===== src/design/dwc_pkg.sv =====
// Shared types and constants for the detection window clustering block.
// Used by dwc_ctrl, dwc_dpath, the top level and the checker; no dependencies.
`default_nettype none
package dwc_pkg;

   localparam int DEF_MAX_ITEMS  = 64;
   localparam int DEF_COORD_BITS = 15;

   // Controller states, one-hot
   typedef enum logic [10:0] {
      ST_LOAD = 11'b000_0000_0001,
      ST_SEEK = 11'b000_0000_0010,
      ST_SRD  = 11'b000_0000_0100,
      ST_CRD  = 11'b000_0000_1000,
      ST_CMP  = 11'b000_0001_0000,
      ST_MUL1 = 11'b000_0010_0000,
      ST_MUL2 = 11'b000_0100_0000,
      ST_MUL3 = 11'b000_1000_0000,
      ST_TEST = 11'b001_0000_0000,
      ST_DIV  = 11'b010_0000_0000,
      ST_OUT  = 11'b100_0000_0000
   } state_type;

   // Operand select of the shared multiplier
   typedef enum logic [1:0] {
      MUL_INTER = 2'd0,
      MUL_CAND  = 2'd1,
      MUL_SEED  = 2'd2
   } mul_sel_type;

   // Controller to datapath
   typedef struct packed {
      logic        load_wr;
      logic        drop;
      logic        clear;
      logic        seed_rst;
      logic        seed_inc;
      logic        rd_cand;
      logic        seed_take;
      logic        cand_inc;
      logic        cmp_take;
      logic        mul_en;
      mul_sel_type mul_sel;
      logic        test;
      logic        div_step;
   } cmd_type;

   // Datapath to controller
   typedef struct packed {
      logic seed_end;
      logic seed_assigned;
      logic cand_end;
      logic cand_assigned;
      logic div_last;
   } status_type;

endpackage
`default_nettype wire


===== src/design/dwc_ctrl.sv =====
// Controller of the clustering block: load, seed search, pair test, divide and output.
// Depends on dwc_pkg; drives dwc_dpath through cmd_type and reads status_type.
`default_nettype none
module dwc_ctrl (
   input  wire                 clock,
   input  wire                 reset,
   input  wire                 req_valid,
   input  wire                 req_last_item,
   output logic                req_stall,
   output logic                rsp_valid,
   input  wire                 rsp_stall,
   input  wire                 count_full,
   input  dwc_pkg::status_type sts,
   output dwc_pkg::cmd_type    cmd
);

   dwc_pkg::state_type state_ff, state_in;
   logic req_beat, rsp_beat;

   assign req_stall = (state_ff != dwc_pkg::ST_LOAD);
   assign rsp_valid = (state_ff == dwc_pkg::ST_OUT);
   assign req_beat  = req_valid && !req_stall;
   assign rsp_beat  = rsp_valid && !rsp_stall;

   // Next state and commands
   always_comb begin
      state_in = state_ff;
      cmd      = '0;
      cmd.mul_sel = dwc_pkg::MUL_INTER;
      case (state_ff)
         dwc_pkg::ST_LOAD: begin
            if (req_beat) begin
               cmd.load_wr = !count_full;
               cmd.drop    = count_full;
               if (req_last_item) begin
                  cmd.seed_rst = 1'b1;
                  state_in     = dwc_pkg::ST_SEEK;
               end
            end
         end
         dwc_pkg::ST_SEEK: begin
            if (sts.seed_end) begin
               cmd.clear = 1'b1;
               state_in  = dwc_pkg::ST_LOAD;
            end else if (sts.seed_assigned) begin
               cmd.seed_inc = 1'b1;
            end else begin
               state_in = dwc_pkg::ST_SRD;
            end
         end
         dwc_pkg::ST_SRD: begin
            cmd.seed_take = 1'b1;
            state_in      = dwc_pkg::ST_CRD;
         end
         dwc_pkg::ST_CRD: begin
            cmd.rd_cand = 1'b1;
            if (sts.cand_end) begin
               state_in = dwc_pkg::ST_DIV;
            end else if (sts.cand_assigned) begin
               cmd.cand_inc = 1'b1;
            end else begin
               state_in = dwc_pkg::ST_CMP;
            end
         end
         dwc_pkg::ST_CMP: begin
            cmd.cmp_take = 1'b1;
            state_in     = dwc_pkg::ST_MUL1;
         end
         dwc_pkg::ST_MUL1: begin
            cmd.mul_en  = 1'b1;
            cmd.mul_sel = dwc_pkg::MUL_INTER;
            state_in    = dwc_pkg::ST_MUL2;
         end
         dwc_pkg::ST_MUL2: begin
            cmd.mul_en  = 1'b1;
            cmd.mul_sel = dwc_pkg::MUL_CAND;
            state_in    = dwc_pkg::ST_MUL3;
         end
         dwc_pkg::ST_MUL3: begin
            cmd.mul_en  = 1'b1;
            cmd.mul_sel = dwc_pkg::MUL_SEED;
            state_in    = dwc_pkg::ST_TEST;
         end
         dwc_pkg::ST_TEST: begin
            cmd.test     = 1'b1;
            cmd.cand_inc = 1'b1;
            state_in     = dwc_pkg::ST_CRD;
         end
         dwc_pkg::ST_DIV: begin
            cmd.div_step = 1'b1;
            if (sts.div_last) begin
               state_in = dwc_pkg::ST_OUT;
            end
         end
         dwc_pkg::ST_OUT: begin
            if (rsp_beat) begin
               cmd.seed_inc = 1'b1;
               state_in     = dwc_pkg::ST_SEEK;
            end
         end
         default: begin
            state_in = dwc_pkg::ST_LOAD;
         end
      endcase
   end

   // State register
   always_ff @(posedge clock) begin
      if (reset) begin
         state_ff <= dwc_pkg::ST_LOAD;
      end else begin
         state_ff <= state_in;
      end
   end

endmodule
`default_nettype wire


===== config.mk =====
export PLATFORM = sky130hd
export DESIGN_NAME = dwc_ctrl
export DESIGN_NICKNAME = d
export VERILOG_FILES = /design/src/design/dwc_pkg.sv /design/src/design/dwc_ctrl.sv
export SDC_FILE = /design/constraint.sdc
export NUM_CORES = 1
export LEC_CHECK = 0
export BUFFER_PORTS_ARGS = -buffer_cell sky130_fd_sc_hd__buf_2
export CORE_MARGIN = 2
export CORE_UTILIZATION = 35
export CTS_BUF_LIST = sky130_fd_sc_hd__clkbuf_16
export CTS_CLUSTER_SIZE = 40
export DETAILED_ROUTE_END_ITERATION = 8
export MAX_ROUTING_LAYER = met4
export SYNTH_ARGS = -nofsm -noshare
export SYNTH_HDL_FRONTEND = slang
export SYNTH_SLANG_ARGS = --single-unit

===== constraint.sdc =====
create_clock -name clock -period 2.1 [get_ports clock]
set_input_delay 0.105 -clock clock [delete_from_list [all_inputs] [get_ports clock]]
set_output_delay 0.105 -clock clock [all_outputs]
set_load 0.05 [all_outputs]

==> flow_summary_export.csv <==
group,metric,value,unit
clocking,clkSinkCount,11,
die,io_pins,27,
die,die_w,50.7,um
finish,largestRegisters,"state_ff (11)",
power_and_ir_drop,leakagePower,0.496,nW
sta,relSlewSlack,71.8,%
sta,post-route-period-util,98.3,%
yosys,yosys.area_share.adder,0,%
global_route,grt_pass1_vias,844,
drt,drt_first_iter_violations,26,
die,rows,16,
yosys,synth_top_area_cell,"dfxtp_1",
drt,postRouteAntennaNets,0,
die,fp.dieH,50.7,um
yosys,ys_seq_area_share,28.9,%
clocking,tritoncts,"built",
run,drv_cap,0,
sta,setup_tns,0,ns
drt,via_per_inst,5.76,
yosys,synthArstFlopShare,0,%
place,port_buffers,26,
power_and_ir_drop,vdd_ir_drop_max,0.464,mV
critical_path,crit_chain,"or4_4 -> nor2_1 -> nand3_1 -> inv_1 -> buf_2",
clocking,insertion_delay,0.24,ns
clocking,post_cts_buffers,0,
yosys,ys.flop_type,"dfxtp_1",
status,status,"completed",
critical_path,r2r_cells,6,
finish,instances_no_fill,152,
die,dieArea,2570,um2
drt,routed_wl,2350,um
place,placed_area,1000,um2
critical_path,regToRegSetupSlack,0.17,ns
sta,slew_violations,0,
sta,finClkSkew,0.00370,ns
critical_path,crit_fanout,4,
critical_path,end_kind,"output port",
clocking,cts-root-buf,"clkbuf_16",
critical_path,crit_path_start_kind,"flip-flop",
critical_path,arrival,1.96,ns
clocking,cts_made_buffers,3,
sta,worst_pin_slew,0.419,ns
hold_path,holdPathEnd,"state_ff[2]",
place,hpwl,1730,um
yosys,synth-compound-area-share,13.0,%
yosys,synth_edf_count,0,
yosys,synth_commonest_cells,"dfxtp_1, nor2_1, nor3_1",
critical_path,worstPathRequired,2.00,ns
yosys,synth_top_family_by_area,"simple AND/OR/NAND/NOR gates",
die,start_util,38.1,%
yosys,synth-seq-cells,11,
finish,largest_reg_flops,11,
global_route,overflow,0,
critical_path,r2r-end,"state_ff[10]",
drt,vias,875,
yosys,synthTopCellsByArea,"dfxtp_1, nor4_4, nor2_1",
hold_path,hold_depth,2,
critical_path,worst_path_largest_cell_delay,0.60,ns
hold_path,hold_path.class,"in2reg",
yosys,synth.distinct_cells,36,
finish,area_growth_syn_to_layout,50.3,%
yosys,syn_inst,91,
yosys,syn_avg_cell_area,8.39,um2
yosys,muxShareOfSynthArea,1.31,%
finish,final_area,1150,um2
global_route,grt_use_met1,27.0,%
hold_path,hold_start,"sts[4]",
yosys,synth_xor_area_share,1.15,%
finish,layout-drive-gt1-share,45.6,%
yosys,yosys_warnings,0,
finish,nNetsFinal,137,
power_and_ir_drop,finalPower,677,uW
global_route,met3_usage,3.57,%
yosys,syn_area,763,um2
finish,diodes,0,
yosys,yosysMostFrequentCell,"dfxtp_1",
global_route,grt_busiest_layer,"met2",
place,place_congestion,0.871,
drt,wl_per_cell,15.4,um
yosys,synthesis.nets,102,
yosys,yosysTopAreaCellShare,28.9,%
yosys,synth-simple-area-share,50.8,%
clocking,h-tree-depth,1,
critical_path,rr_startpoint,"state_ff[1]",
clocking,cts_max_path_buffers,2,
drt,first_pass_iters,4,
critical_path,critical_path_class,"reg2out",
global_route,grt_max_degree,10,
sta,rsz0062_at_grt,"yes",
sta,max_freq,484,MHz
clocking,cts_hold_buf,0,
drt,drc,0,
global_route,use_met2,30.9,%
power_and_ir_drop,p_per_area,590,nW/um2
finish,fin_util,57.3,%
global_route,grt_antenna_before_repair,0,
finish,top_register,"state_ff",
global_route,grt_usage,20.6,%
sta,setup_violations,0,
sta,finalHoldViolations,0,
place,dp_cells,148,
sta,period_minus_slack,2.06,ns
global_route,grt_pass1_wl,3810,um
clocking,clk_pin_slew,0.04,ns
die,coreArea,2000,um2
critical_path,cp_slowest_cell,"or4_4",
==> power breakdown <==
| part | leakage, nW | internal, mW | switching (mW) |
|---|---|---|---|
| Combinational | 0.365 | 0.0409 | 0.0695 |
| Sequential | 0.0893 | 0.213 | 0.00466 |
| Clock | 0.0423 | 0.250 | 0.0983 |
| Total | 0.496 | 0.504 | 0.172 |
==> cells in the final DEF, fill, tap and decap left out, types with 2 or more instances in the layout <==
cell       synthesis  final
and3_1             5      4
nor4_1             2      2
a21oi_1            2      2
nor3_1             7      4
o2111ai_1          2      2
nor2_1            10      9
nor2b_1            2      2
buf_2              3     19
nor4b_1            3      3
nand2_1            4      4
or4_4              0      2
buf_6              0      4
nand4_1            5      5
inv_1              4      5
nor3_2             0      2
nand2b_1           4      3
clkbuf_16          0      3
buf_4              1      9
nand3_1            2      2
dfxtp_1           11     10
nor4_4             2      3
==> through the flow <==
stage,setup WS (ns),hold WS (ns)
CTS,0.000765,0.0583
floorplan,-0.171,0.167
global route,-0.0135,0.0725
detailed placement,0.111,0.307
finish,0.0353,0.0581
global placement,0.137,0.309
==> cells by family after synthesis <==
group                     count (synthesis)
DFF                                      11
buffers and inverters                     8
AOI/OAI and AO/OA                        12
and+or+nand+nor                          58
xor gates and xnor gates                  1
muxes                                     1
==> per-layer routing <==
layer	vias to the layer above	part of all wire, %
li1	417	-
met4	0	2.4
met2	44	46
met5	-	0
met3	7	6.5
met1	407	45
==> area by class of cell <==
type | instances | area (um2)
fillers | 182 | 855
clock inverters | 1 | 3.75
well taps | 27 | 33.8
flip-flops and latches | 11 | 221
repair buffers | 34 | 230
clock buffers | 3 | 75.1
multi-input cells | 72 | 568
inverters | 4 | 15.0
==> repair_timing <==
item / 4_1_cts / 5_1_grt
setup endpoints to repair: 9 / 13
pin swaps: 1 / 1
resized for setup: 12 / 8
endpoints found under the hold margin: 0 / 0
cloned: 0 / 0
==> critical path: cells and delay by family (launching register included) <==
family                 cells  cell delay [ns]
buffers and inverters      2             0.40
flip-flops                 1             0.33
AND/OR/NAND/NOR            3             1.00
==> worst max path at each step <==
| stage | cells past startpoint | endpoint | slack (ns) | start |
|---|---|---|---|---|
| global placement | 4 | cmd[4] | 0.14 | state_ff[1] |
| finish | 5 | rsp_valid | 0.04 | state_ff[4] |
| CTS | 5 | cmd[6] | 0.0008 | state_ff[1] |
| global route | 4 | cmd[3] | -0.01 | state_ff[1] |
| detailed placement | 4 | cmd[2] | 0.11 | state_ff[1] |
| floorplan | 5 | cmd[2] | -0.17 | state_ff[1] |
Power figures use the tool's default switching activity.
